===== src/msbbp_pkg.sv =====
package msbbp_pkg;

  localparam int unsigned ValueW = 64;
  localparam int unsigned WidthW = 7;
  localparam int unsigned ByteW  = 8;
  localparam int unsigned HeldW  = 7;
  localparam int unsigned CntW   = 3;
  // held bits plus one full field, left aligned
  localparam int unsigned WordW  = ValueW + ByteW;

  typedef struct packed {
    logic [ValueW-1:0] bits;   // field bits, left aligned, unused low bits zero
    logic [WidthW-1:0] width;  // clamped width
    logic              eop;
  } entry_t;

endpackage


===== src/msbbp_front.sv =====
module msbbp_front #(
  parameter int unsigned MAX_FIELD_BITS = 64
) (
  input  logic                             clk_i,
  input  logic                             rst_ni,
  input  logic                             in_valid_i,
  output logic                             in_stall_o,
  input  logic [msbbp_pkg::ValueW-1:0]     field_value_i,
  input  logic [msbbp_pkg::WidthW-1:0]     field_width_i,
  input  logic                             end_of_packet_i,
  output logic                             q_valid_o,
  input  logic                             q_pop_i,
  output msbbp_pkg::entry_t                q_entry_o
);

  localparam logic [msbbp_pkg::WidthW-1:0] MaxW = msbbp_pkg::WidthW'(MAX_FIELD_BITS);
  localparam logic [msbbp_pkg::WidthW-1:0] FullW = msbbp_pkg::WidthW'(msbbp_pkg::ValueW);

  msbbp_pkg::entry_t        entry;
  msbbp_pkg::entry_t        mem_q [2];
  logic                     wr_ptr_q, wr_ptr_d;
  logic                     rd_ptr_q, rd_ptr_d;
  logic [1:0]               count_q, count_d;
  logic [msbbp_pkg::WidthW-1:0] width;
  logic                     push;

  // clamp the width and left align the field; the shift drops bits above it
  always_comb begin
    width = (field_width_i > MaxW) ? MaxW : field_width_i;
    entry.bits  = field_value_i << (FullW - width);
    entry.width = width;
    entry.eop   = end_of_packet_i;
  end

  assign in_stall_o = (count_q == 2'd2);
  assign push       = in_valid_i && !in_stall_o;
  assign q_valid_o  = (count_q != 2'd0);
  assign q_entry_o  = mem_q[rd_ptr_q];

  always_comb begin
    wr_ptr_d = wr_ptr_q ^ push;
    rd_ptr_d = rd_ptr_q ^ q_pop_i;
    count_d  = count_q + {1'b0, push} - {1'b0, q_pop_i};
  end

  always_ff @(posedge clk_i) begin
    if (push) begin
      mem_q[wr_ptr_q] <= entry;
    end
  end

  always_ff @(posedge clk_i or negedge rst_ni) begin
    if (!rst_ni) begin
      wr_ptr_q <= 1'b0;
      rd_ptr_q <= 1'b0;
      count_q  <= 2'd0;
    end else begin
      wr_ptr_q <= wr_ptr_d;
      rd_ptr_q <= rd_ptr_d;
      count_q  <= count_d;
    end
  end

endmodule


===== src/msbbp_back.sv =====
module msbbp_back (
  input  logic                          clk_i,
  input  logic                          rst_ni,
  input  logic                          q_valid_i,
  output logic                          q_pop_o,
  input  msbbp_pkg::entry_t             q_entry_i,
  output logic                          out_valid_o,
  input  logic                          out_stall_i,
  output logic [msbbp_pkg::ByteW-1:0]   packed_byte_o,
  output logic                          last_of_run_o,
  output logic                          packet_end_o
);

  localparam logic [msbbp_pkg::WidthW-1:0] ByteBits = msbbp_pkg::WidthW'(msbbp_pkg::ByteW);

  // held bits are kept left aligned, low unused bits zero
  logic [msbbp_pkg::HeldW-1:0]  held_q, held_d;
  logic [msbbp_pkg::CntW-1:0]   cnt_q, cnt_d;
  logic                         busy_q, busy_d;
  logic [msbbp_pkg::WordW-1:0]  rem_q, rem_d;
  logic [msbbp_pkg::WidthW-1:0] tot_q, tot_d;
  logic                         eop_q, eop_d;
  logic                         out_valid_q, out_valid_d;
  logic [msbbp_pkg::ByteW-1:0]  byte_q, byte_d;
  logic                         last_q, last_d;
  logic                         pend_q, pend_d;

  logic                         emit_ok, fire, done, has_full, last;
  logic [msbbp_pkg::WidthW-1:0] tot_after, tot_l;
  logic [msbbp_pkg::WordW-1:0]  rem_after, word;
  logic [msbbp_pkg::HeldW-1:0]  cur_held;
  logic [msbbp_pkg::CntW-1:0]   cur_cnt;

  always_comb begin
    emit_ok   = !out_valid_q || !out_stall_i;
    has_full  = (tot_q >= ByteBits);
    tot_after = has_full ? (tot_q - ByteBits) : '0;
    rem_after = rem_q << msbbp_pkg::ByteW;
    last      = !((tot_after >= ByteBits) || (eop_q && (tot_after != '0)));
    fire      = busy_q && emit_ok;
    done      = fire && last;
    q_pop_o   = q_valid_i && (!busy_q || done);

    // state left behind by the item finishing this cycle
    if (done) begin
      cur_held = eop_q ? '0 : rem_after[msbbp_pkg::WordW-1 -: msbbp_pkg::HeldW];
      cur_cnt  = eop_q ? '0 : tot_after[msbbp_pkg::CntW-1:0];
    end else begin
      cur_held = held_q;
      cur_cnt  = cnt_q;
    end

    word  = {cur_held, {(msbbp_pkg::WordW-msbbp_pkg::HeldW){1'b0}}}
          | ({q_entry_i.bits, {msbbp_pkg::ByteW{1'b0}}} >> cur_cnt);
    tot_l = {{(msbbp_pkg::WidthW-msbbp_pkg::CntW){1'b0}}, cur_cnt} + q_entry_i.width;

    held_d = cur_held;
    cnt_d  = cur_cnt;
    busy_d = busy_q;
    rem_d  = rem_q;
    tot_d  = tot_q;
    eop_d  = eop_q;

    priority if (q_pop_o) begin
      if ((tot_l < ByteBits) && !(q_entry_i.eop && (tot_l != '0))) begin
        // request makes no byte: fold it into the held bits
        held_d = q_entry_i.eop ? '0 : word[msbbp_pkg::WordW-1 -: msbbp_pkg::HeldW];
        cnt_d  = q_entry_i.eop ? '0 : tot_l[msbbp_pkg::CntW-1:0];
        busy_d = 1'b0;
      end else begin
        busy_d = 1'b1;
        rem_d  = word;
        tot_d  = tot_l;
        eop_d  = q_entry_i.eop;
      end
    end else if (done) begin
      busy_d = 1'b0;
    end else if (fire) begin
      rem_d = rem_after;
      tot_d = tot_after;
    end else begin
      busy_d = busy_q;
    end

    out_valid_d = out_valid_q;
    byte_d      = byte_q;
    last_d      = last_q;
    pend_d      = pend_q;
    if (fire) begin
      out_valid_d = 1'b1;
      byte_d      = rem_q[msbbp_pkg::WordW-1 -: msbbp_pkg::ByteW];
      last_d      = last;
      pend_d      = last && eop_q;
    end else if (!out_stall_i) begin
      out_valid_d = 1'b0;
    end
  end

  always_ff @(posedge clk_i) begin
    rem_q  <= rem_d;
    tot_q  <= tot_d;
    eop_q  <= eop_d;
    byte_q <= byte_d;
    last_q <= last_d;
    pend_q <= pend_d;
  end

  always_ff @(posedge clk_i or negedge rst_ni) begin
    if (!rst_ni) begin
      held_q      <= '0;
      cnt_q       <= '0;
      busy_q      <= 1'b0;
      out_valid_q <= 1'b0;
    end else begin
      held_q      <= held_d;
      cnt_q       <= cnt_d;
      busy_q      <= busy_d;
      out_valid_q <= out_valid_d;
    end
  end

  assign out_valid_o   = out_valid_q;
  assign packed_byte_o = byte_q;
  assign last_of_run_o = last_q;
  assign packet_end_o  = pend_q;

endmodule


===== src/msb_first_bit_packer_core.sv =====
// Throughput: one output byte per cycle while out_stall_i is low; the back end pops the next
// request in the same cycle as the last byte of the current one. Set by the single output byte register.
// A 2-entry queue sits between the input stage and the byte engine.
// Reset (rst_ni low, asynchronous) empties the queue, clears held bits and drops output valid.
module msb_first_bit_packer_core #(
  parameter int unsigned MAX_FIELD_BITS = 64
) (
  input  logic                          clk_i,
  input  logic                          rst_ni,
  input  logic                          in_valid_i,
  output logic                          in_stall_o,
  input  logic [msbbp_pkg::ValueW-1:0]  field_value_i,
  input  logic [msbbp_pkg::WidthW-1:0]  field_width_i,
  input  logic                          end_of_packet_i,
  output logic                          out_valid_o,
  input  logic                          out_stall_i,
  output logic [msbbp_pkg::ByteW-1:0]   packed_byte_o,
  output logic                          last_of_run_o,
  output logic                          packet_end_o
);

  logic              q_valid;
  logic              q_pop;
  msbbp_pkg::entry_t q_entry;

  msbbp_front #(
    .MAX_FIELD_BITS(MAX_FIELD_BITS)
  ) u_front (
    .clk_i,
    .rst_ni,
    .in_valid_i,
    .in_stall_o,
    .field_value_i,
    .field_width_i,
    .end_of_packet_i,
    .q_valid_o (q_valid),
    .q_pop_i   (q_pop),
    .q_entry_o (q_entry)
  );

  msbbp_back u_back (
    .clk_i,
    .rst_ni,
    .q_valid_i (q_valid),
    .q_pop_o   (q_pop),
    .q_entry_i (q_entry),
    .out_valid_o,
    .out_stall_i,
    .packed_byte_o,
    .last_of_run_o,
    .packet_end_o
  );

endmodule


===== config.mk =====
export PLATFORM = sky130hd
export DESIGN_NAME = msb_first_bit_packer_core
export DESIGN_NICKNAME = d
export VERILOG_FILES = /design/src/msbbp_pkg.sv /design/src/msbbp_front.sv /design/src/msbbp_back.sv /design/src/msb_first_bit_packer_core.sv
export SDC_FILE = /design/constraint.sdc
export NUM_CORES = 1
export LEC_CHECK = 0
export ABC_AREA = 1
export BUFFER_PORTS_ARGS = -buffer_cell sky130_fd_sc_hd__buf_2
export CELL_PAD_IN_SITES_DETAIL_PLACEMENT = 0
export CELL_PAD_IN_SITES_GLOBAL_PLACEMENT = 2
export CORE_UTILIZATION = 41
export CTS_BUF_LIST = sky130_fd_sc_hd__clkbuf_4
export DETAILED_ROUTE_END_ITERATION = 8
export PLACE_DENSITY = 0.93
export SETUP_SLACK_MARGIN = 0.05
export SLEW_MARGIN = 40
export SYNTH_ARGS = -nofsm -noshare
export SYNTH_HDL_FRONTEND = slang
export SYNTH_SLANG_ARGS = --single-unit

===== constraint.sdc =====
create_clock -name clk_i -period 9.6 [get_ports clk_i]
set_input_delay 0.96 -clock clk_i [delete_from_list [all_inputs] [get_ports clk_i]]
set_output_delay 0.96 -clock clk_i [all_outputs]
set_load 0.05 [all_outputs]

### Yosys cells after proc, flatten, opt, wreduce, memory -nomap -nowiden

Memory sizes are Yosys's and may differ from the RTL's.
Index checks and enable logic that the tools add are counted.
W data, S select, Z words.

* bits in registers: 106
* bits in writable memories: 144
* input port bits: 76
* output and inout port bits: 12
* logic and storage cells: 84
* memories: 1

* add/subtract/negate cells: 5
* order comparisons: 4
* eq/ne operators: 4
* shift operators: 2
* mux-type cells: 27
* bitwise operators: 4
* reduce and logical (&&, ||, !) cells: 24

Memories
* u_front.mem_q: depth 2, bits a word 72, read ports 1, clocked after Yosys merged registers in 0, write ports 1, RTL line msbbp_front.sv:20 `msbbp_pkg::entry_t mem_q [2];`

Operators with widths (count)
* $mux W72: 4
* $mux W7: 11
* $or A72 B72 Y72: 1
* $shr A72 B3 Y72: 1
* $shl A64 B7 Y64: 1
* $mux W3: 5
* $ge A7 B4 Y1 const B: 2
* $reduce_bool A7 Y1: 2
* $logic_and A1 B1 Y1: 8
* $add A3 B7 Y7: 1
* $gt A7 B7 Y1 const B: 1
* $lt A7 B4 Y1 const B: 1
* $mux W1: 7
* $sub A7 B4 Y7 const B: 1
* $sub A7 B7 Y7 const A: 1
* $logic_not A1 Y1: 6
* $reduce_bool A2 Y1: 3
* $ne A2 B2 Y1 const B: 2
* $logic_or A1 B1 Y1: 3
* $reduce_and A3 Y1: 1
* $add A2 B1 Y2: 1
* $eq A2 B2 Y1 const B: 1
* $ne A2 B1 Y1 const B: 1
* $reduce_and A2 Y1: 1
* other kinds (3): 4

### Logic depth before layout (Yosys ltp)

Gate-level depths: netlist of the first run.

* depth in word-level cells: 15
* mapped depth: 25
* mapped depth without buffers: 25

### Hierarchy

A second synthesis of the first run with hierarchy kept.

* cells, all modules: 2067
* area, all modules: 16593.4 sq um

By module, submodules not included
* msbbp_front: times used 1, cells each 1215, area each 9799.4 sq um, sequential area each 4424.2 sq um
* msbbp_back: times used 1, cells each 852, area each 6794.0 sq um, sequential area each 2972.9 sq um

### Worst setup path before layout of the first run

No wires, ideal clock.

* kind: input port to flip-flop
* from: input port out_stall_i
* to: register u_back.rem_q[10] (netlist bit), enable pin
* library setup time: 782 ps
* data arrival time: 4699 ps
* required time: 8818 ps
* slack: 4119 ps
* cell stages on the path: 20
* buffers on the path: 2
* cells stage by stage: nand2_1 > nand2_1 > inv_1 > nand4_4 > nand2_1 > nand2_2 > buf_4 > buf_2 > ha_1 > ha_1 > inv_1 > nand2_1 > nand2_1 > nand3_1 > nand2_1 > nand3_2 > nor2_4 > nand2_1 > nand2_1 > nand2_1

* longest elaborated chain between the ends: 12
* elaborated cells on any way between the ends: 17
* classes of those cells: add/sub: 1; order compare: 1; eq/ne: 2; mux: 1; reduce/logical: 12

RTL lines
* from (decl): RTL line msb_first_bit_packer_core.sv:16 `input logic out_stall_i,`
* $logic_not A1 Y1 *: RTL line msbbp_back.sv:35 `emit_ok = !out_valid_q || !out_stall_i;`
* $logic_or A1 B1 Y1 *: RTL line msbbp_back.sv:35
* $logic_and A1 B1 Y1 *: RTL line msbbp_back.sv:40 `fire = busy_q && emit_ok;`
* via u_back.fire: RTL line msbbp_back.sv:28 `logic emit_ok, fire, done, has_full, last;`
* branches (longest 8 deep; another with $add A3 B7 Y7)
* $reduce_and A3 Y1 (no line) *
* to (signal assigned): RTL line msbbp_back.sv:100 `rem_q <= rem_d;`
* to (decl): RTL line msbbp_back.sv:20 `logic [msbbp_pkg::WordW-1:0] rem_q, rem_d;`

Mark *: on every way through the listed nets, which the timed path passes.
A chain may end at the register's enable or synchronous reset.

### Worst setup path in the final report of the first run

* from: register u_back.tot_q[3] (netlist bit)
* to: register u_back.rem_q[45] (netlist bit), enable pin

* longest elaborated chain between the ends: 15
* elaborated cells on any way between the ends: 23
* classes of those cells: add/sub: 2; order compare: 3; eq/ne: 2; mux: 3; reduce/logical: 13

RTL lines
* from (decl): RTL line msbbp_back.sv:21 `logic [msbbp_pkg::WidthW-1:0] tot_q, tot_d;`
* from (signal assigned): RTL line msbbp_back.sv:101 `tot_q <= tot_d;`
* $sub A7 B4 Y7 or $ge A7 B4 Y1 (tied branches): RTL line msbbp_back.sv:37, msbbp_back.sv:36
* $mux W7 *: RTL line msbbp_back.sv:37 `tot_after = has_full ? (tot_q - ByteBits) : '0;`
* branches (longest 12 deep; another with $ge A7 B4 Y1)
* $reduce_and A3 Y1 (no line) *

Mark *: on every way between the ends.

==> qor.txt, run 1 <==
Status -> finished clean
1st-pass router iterations -> 5
Net count after synthesis -> 2098
IO Port Bufs -> 87
Met1 Usage GRT -> 29.8%
Starting Density -> 41.9%
Final nets -> 2140
Setup Buffers After CTS -> 0
Starting DRT DRC Count -> 898
Die width -> 199 um
Post-synth ARST share -> 6.43%
Setup slack after layout -> 4.96 ns
Setup crit end kind -> register
Synth Flop Type -> edfxtp_1
Endpoints failing setup -> 0
CP Max Fanout -> 78
Largest net degree at the start of global routing -> 86
Syn Inst Count -> 2014
Number of remaining DRC errors -> 0
Vias per inst -> 5.36
Initial antenna violation count -> 2
CTS tree -> built
Sequential share of the synthesized area -> 46.7%
Tot GR Track Use -> 23.4%
Worst-case hold slack -> 0.205 ns
Busiest metal layer after global routing -> met2
Syn-to-layout area delta -> 10.1%
VDD IR-drop max -> 0.213 mV
Min-delay worst type -> primary input to asynchronous set/reset pin
Cell Area, Synth -> 0.0159 sq mm
TNS Setup -> 0 ns
Met2 Use GR -> 39.2%
Pwr Density -> 328 mW/mm^2
Yosys reg bits -> 249
Worst-path clk slew -> 0.06 ns
EDFF count, synth -> 233
Clock sink total -> 249
Reg-to-Reg End -> u_back.rem_q[45]
Ports -> 88
FF-to-FF path depth -> 23
Synth cell count leaders -> 740 x nand2_1, 233 x edfxtp_1, 233 x o21ai_0, 160 x nand3_1, 105 x inv_1
Power consumption -> 0.00572 W
Top post-synthesis cells by area -> edfxtp_1 44%, nand2_1 18%, o21ai_0 7.4%
Routed len/inst -> 17.3 um
Reg2reg setup slack -> 4.96 ns
CTS max path bufs -> 3
Final Cycle Share -> 48.3%
Netlist cell types -> 47
Yosys top cell area share -> 44.1%
Hold buffers post-CTS -> 0
Pre-CTS WS -> 4.31 ns
Setup skew after layout -> 0.0715 ns
# rows -> 71
GPL Wtd Cong -> 0.873
Crit path DAT -> 4.92 ns
Antenna viol nets, final -> 0
Max_slew headroom -> 44.9%
Global-route wire length before repair -> 71800 um
Resized cells post-CTS -> 0
H-tree depth -> 3
Core footprint -> 0.0378 sq mm
Pleak -> 7.53 nW
Full die area -> 0.0395 sq mm
Critical path type -> register to register
Most frequent cell after synthesis -> nand2_1
Via Count -> 14000
Ratio of cells with drive above 1 in the final layout -> 13.2%
DP Wirelength -> 31500 um
CTS Buf Count -> 66
Clock root buffer -> clkbuf_4
RSZ-0062 raised after global routing -> no
Max Slew Vio Count -> 0
Avg Cell Area, Syn -> 7.87 sq um
Ys Warns -> 0
GRT met3 Usage -> 4.05%
Max cap viols -> 0
Final wirelength -> 45200 um
Least-Margin Pin Slew -> 0.821 ns
GRT overflow -> 0
Fin. Hold Viols -> 0
Final min period -> 4.64 ns
Die Ht -> 199 um
Vias in the first global route -> 13500
Fmax -> 216 MHz
Cell taking the most area after synthesis -> edfxtp_1
FF-to-FF Start -> u_back.tot_q[3]
Startpoint Class -> register
CP Data Required Time -> 9.88 ns
Worst-Skew Late Latency -> 0.73 ns
## flip-flops by register name, summed over array words and instances (netlist names), 2 cells and up
signal	cells
u_back.cnt_q	3
u_back.held_q	7
u_back.packed_byte_o	8
u_back.rem_q	71
u_back.tot_q	7
u_front.count_q	2
u_front.mem_q	144
## critical path: stages, from the launching register on
cell	delay, ns
edfxtp_1	0.38
inv_1	0.15
ha_1	0.22
nand2_2	0.10
nor2_4	0.12
nor2_1	0.06
o21ai_2	0.12
nand3_2	0.17
nor2_4	0.23
nand2_1	0.10
nand2_2	0.53
ha_1	0.33
ha_1	0.16
inv_1	0.04
nand2_1	0.13
nand3_1	0.09
nand2_1	0.08
nand3_1	0.07
nand2_1	0.08
nand3_2	0.08
nor2_4	0.26
nand2_1	0.08
nand2_1	0.20
nand2_8	0.37
## per-stage QoR
stage | cell area (sq um) | instances | util (%)
floorplan | 15900 | 2014 | -
global placement | 16500 | 2498 | 43.7
detailed placement | 16500 | 2498 | 43.7
CTS | 17400 | 2616 | 46.1
global route | 17500 | 2619 | 46.1
finish | 17500 | 2619 | 46.1
## cells by family after synthesis
group / count (synthesis) / synth area share [%]
AND/OR/NAND/NOR: 1049 / 27.7
XOR/XNOR: 7 / 0.387
multiplexers: 66 / 4.17
AO/OA/AOI/OAI: 386 / 14.1
flip-flops: 249 / 46.7
adder cells (fa/ha/maj): 8 / 0.631
buffers and inverters: 249 / 6.38
## cell usage in the layout (no fill, tap or decap), drive strengths merged, types with 4 or more instances in the layout
cell / Yosys / final
a21o: 4 / 4
a21oi: 14 / 14
a31oi: 12 / 12
buf: 58 / 107
clkbuf: 75 / 96
clkinv: 1 / 19
dfrtp: 16 / 16
edfxtp: 233 / 233
ha: 8 / 8
inv: 115 / 116
mux2i: 66 / 66
nand2: 756 / 756
nand3: 165 / 165
nand4: 15 / 15
nor2: 90 / 90
nor3: 14 / 14
o211ai: 50 / 50
o21a: 5 / 5
o21ai: 256 / 256
o21bai: 9 / 9
o221ai: 10 / 10
o22ai: 10 / 10
o31ai: 13 / 13
or2: 7 / 7
xor2: 5 / 5
## worst max-delay path by stage
stage	start	endpoint	cells after the start
global placement	out_stall_i	u_back.rem_q[3]	19
CTS	u_back.tot_q[3]	u_back.tot_q[3]	23
floorplan	out_stall_i	u_back.rem_q[10]	20
finish	u_back.tot_q[3]	u_back.rem_q[45]	23
detailed placement	out_stall_i	u_back.rem_q[1]	19
global route	u_back.tot_q[3]	u_back.rem_q[8]	23
## power breakdown
| part | total, W | internal [W] | switching, W |
|---|---|---|---|
| clock | 0.000967 | 0.000519 | 0.000448 |
| combinational | 0.00287 | 0.000786 | 0.00208 |
| sequential | 0.00189 | 0.00177 | 0.000114 |
## routing by layer
metal | up-vias | routed length (um)
met4 | 0 | 1380
li1 | 7007 | -
met5 | - | 0
met3 | 83 | 2420
met1 | 6578 | 19800
met2 | 369 | 21600
## final cells by class
class	count	area (sq um)
fill	3829	20400
timing repair buffer	107	606
clock inverter	22	164
sequential	249	7400
tap	511	639
multi-input combinational	1516	7480
antenna	2	5.00
clock buffer	96	721
inverter	116	435
Power figures use the tool's default switching activity.
==> run 2, diff against run 1 <==
Settings changed: CORE_UTILIZATION 41 to 38, PLACE_DENSITY 0.93 to 0.87.
Clock period 9.6 ns to 4.6 ns, I/O delays scaled along.
==> run 2 against run 1 <==
  * The run now ends with DRC left
  * Sequential cell count is the same
  * Clock power up 77%
  * Sequential share of layout area hardly changed
  * Cell count rose by 0.80%
  * Combinational power rose by 110%
  * Design area about the same
  * Count of clock-buffer cells in the layout is 11 lower
  * Worst setup slack worse by 4.5 ns
  * Non-clock buffer count up 19
  * Register-to-register slack worse by 4.5 ns
  * Power up 100%
  * Sequential power increased by 110%
==> qor.txt, run 2 (same netlist as run 1, synthesis figures left out) <==
Status -> finished, violations left (was finished clean)
Failing checks -> DRC
Pwr Density -> 668 mW/mm^2 (was 328 mW/mm^2)
Most frequent cells in the layout -> 737 x nand2_1, 233 x o21ai_0, 233 x edfxtp_1 (unchanged)
Final wirelength -> 45300 um (was 45200 um)
# rows -> 74 (was 71)
RSZ-0062 raised after global routing -> no (unchanged)
Least-Margin Pin Slew -> 0.761 ns (was 0.821 ns)
Antenna viol nets, final -> 0 (unchanged)
Final instance area -> 0.0175 sq mm (about the same)
TNS Setup -> 0 ns (unchanged)
NetSw -> 0.00544 W (was 0.00264 W)
Final nets -> 2154 (was 2140)
CTS tree -> built (unchanged)
VDD IR-drop max -> 0.282 mV (was 0.213 mV)
Number of remaining DRC errors -> 5 (was 0)
Biggest register -> u_front.mem_q (unchanged)
Pint -> 0.00623 W (was 0.00308 W)
Crit path DAT -> 4.56 ns (was 4.92 ns)
Routed len/inst -> 17.1 um (was 17.3 um)
Clock sink total -> 249 (unchanged)
CP Data Required Time -> 5.05 ns (was 9.88 ns)
Ports -> 88 (unchanged)
Setup crit end kind -> register (unchanged)
Largest net degree at the start of global routing -> 114 (was 86)
Starting DRT DRC Count -> 1161 (was 898)
Sw Share -> 46.6% (was 46.2%)
Initial antenna violation count -> 1 (was 2)
GPL Wtd Cong -> 0.888 (was 0.873)
Global-route wire length before repair -> 71700 um (was 71800 um)
Tot GR Track Use -> 21.7% (was 23.4%)
H-tree depth -> 2 (was 3)
Placed insts -> 2535 (was 2498)
Most common cell after layout, fill and taps aside -> nand2_1 (unchanged)
Critical path type -> register to register (unchanged)
Vias per inst -> 5.21 (was 5.36)
Max Slew Vio Count -> 0 (unchanged)
Via Count -> 13700 (was 14000)
CTS max path bufs -> 3 (unchanged)
Core footprint -> 0.0410 sq mm (was 0.0378 sq mm)
Fin. Hold Viols -> 0 (unchanged)
Final min period -> 4.11 ns (was 4.64 ns)
Finished Layout Cells -> 2640 (was 2619)
Max cap viols -> 0 (unchanged)
Cell Area, Placed -> 0.0167 sq mm (was 0.0165 sq mm)
Die width -> 206 um (was 199 um)
Resized cells post-CTS -> 0 (unchanged)
Syn-to-layout area delta -> 10.1% (about the same)
Max_slew headroom -> 49.3% (was 44.9%)
Number of flip-flops in the largest register -> 144 (unchanged)
Ratio of cells with drive above 1 in the final layout -> 13.0% (was 13.2%)
Power consumption -> 0.0117 W (was 0.00572 W)
Final Cycle Share -> 89.4% (was 48.3%)
Flop pwr share -> 33.6% (was 33.0%)
Starting Density -> 38.7% (was 41.9%)
Endpoints failing setup -> 0 (unchanged)
Die Ht -> 206 um (was 199 um)
Min-delay worst type -> primary input to register (was primary input to asynchronous set/reset pin)
Hold buffers post-CTS -> 4 (was 0)
DP Wirelength -> 33300 um (was 31500 um)
Setup skew after layout -> 0.0605 ns (was 0.0715 ns)
Vias in the first global route -> 13200 (was 13500)
Full die area -> 0.0425 sq mm (was 0.0395 sq mm)
Fmax -> 243 MHz (was 216 MHz)
Pleak -> 7.53 nW (about the same)
GRT overflow -> 0 (unchanged)
Worst-case hold slack -> 0.164 ns (was 0.205 ns)
Setup Buffers After CTS -> 0 (unchanged)
Clock share of power -> 14.7% (was 16.9%)
CP Max Fanout -> 37 (was 78)
Combinational group share of total power -> 51.7% (was 50.1%)
IO Port Bufs -> 87 (unchanged)
Worst-Skew Late Latency -> 0.76 ns (was 0.73 ns)
Worst-path clk slew -> 0.06 ns (about the same)
Startpoint Class -> register (unchanged)
CTS Buf Count -> 61 (was 66)
1st-pass router iterations -> 8 (was 5)
Clock root buffer -> clkbuf_4 (unchanged)
==> run 2: cell types whose count changed in the layout (fill, tap and decap cells not counted), sizes merged <==
cell and change:
clkbuf -11, bufinv -2, clkinv -6, inv +2, clkinvlp -1, buf +15, dlygate4sd3 +4, diode -1
==> run 2: path summary, 6_finish.rpt <==
kind / start / endpoint / slack, ns / depth (start not counted)
worst max-delay path: u_back.tot_q[3] / u_back.rem_q[69] / 0.49 / 24
worst min-delay path: field_width_i[4] / u_front.mem_q[1][5] / 0.16 / 3
worst max register to register: u_back.tot_q[3] / u_back.rem_q[69] / 0.49 / 24
worst min register to register: u_back.rem_q[70] / u_back.packed_byte_o[6] / 0.42 / 0
max in group asynchronous: rst_ni / u_front.rd_ptr_q / 4.05 / 2
min in group asynchronous: rst_ni / u_back.busy_q / 0.21 / 2
==> run 2: critical path, stage by stage, from the launching register on <==
cell      delay (ns)
edfxtp_1        0.38
inv_1           0.15
ha_1            0.22
nand2_2         0.10
nor2_4          0.11
nor2_1          0.06
o21ai_2         0.12
nand3_2         0.16
nor2_4          0.23
nand2_1         0.11
nand2_2         0.09
ha_1            0.20
ha_1            0.17
inv_1           0.05
nand2_1         0.13
nand3_1         0.09
nand2_1         0.10
nand3_1         0.07
nand2_1         0.08
nand3_2         0.08
nor2_4          0.25
nand2_1         0.08
nand2_1         0.14
nand2_4         0.30
buf_12          0.32
==> run 2: through the flow <==
| stage | util [%] | setup WS [ns] |
|---|---|---|
| global placement | 40.7 | 0.568 |
| CTS | 42.6 | 0.483 |
| finish | 42.6 | 0.490 |
| floorplan | - | 0.234 |
| global route | 42.6 | 0.109 |
| detailed placement | 40.7 | 0.496 |
==> run 2: cell type report <==
class	instances	area [sq um]
Clock inverter	15	73.8
Clock buffer	85	638
Multi-Input combinational cell	1516	7480
Tap cell	532	666
Timing Repair Buffer	126	767
Fill cell	4264	23600
Inverter	116	438
Antenna cell	1	2.50
Sequential cell	249	7400
==> run 2: layer usage <==
layer  vias up  part of all wire [%]  wire length [um]  GRT usage (%)
li1       7014                     -                 -              -
met1      6346                    44             20100           28.4
met2       323                    49             22100           37.0
met3        64                   4.1              1850           2.76
met4         0                   2.7              1240           7.25
met5         -                     0                 0              0
==> run 2: power groups by stage <==
stage | registers, W | logic [W] | clock network, W
after floorplan | 0.00410 | 0.00423 | 0
after global placement | 0.00396 | 0.00601 | 0
after detailed placement | 0.00398 | 0.00604 | 0
after CTS | 0.00393 | 0.00606 | 0.00177
after global routing | 0.00401 | 0.00677 | 0.00186
final | 0.00393 | 0.00603 | 0.00171
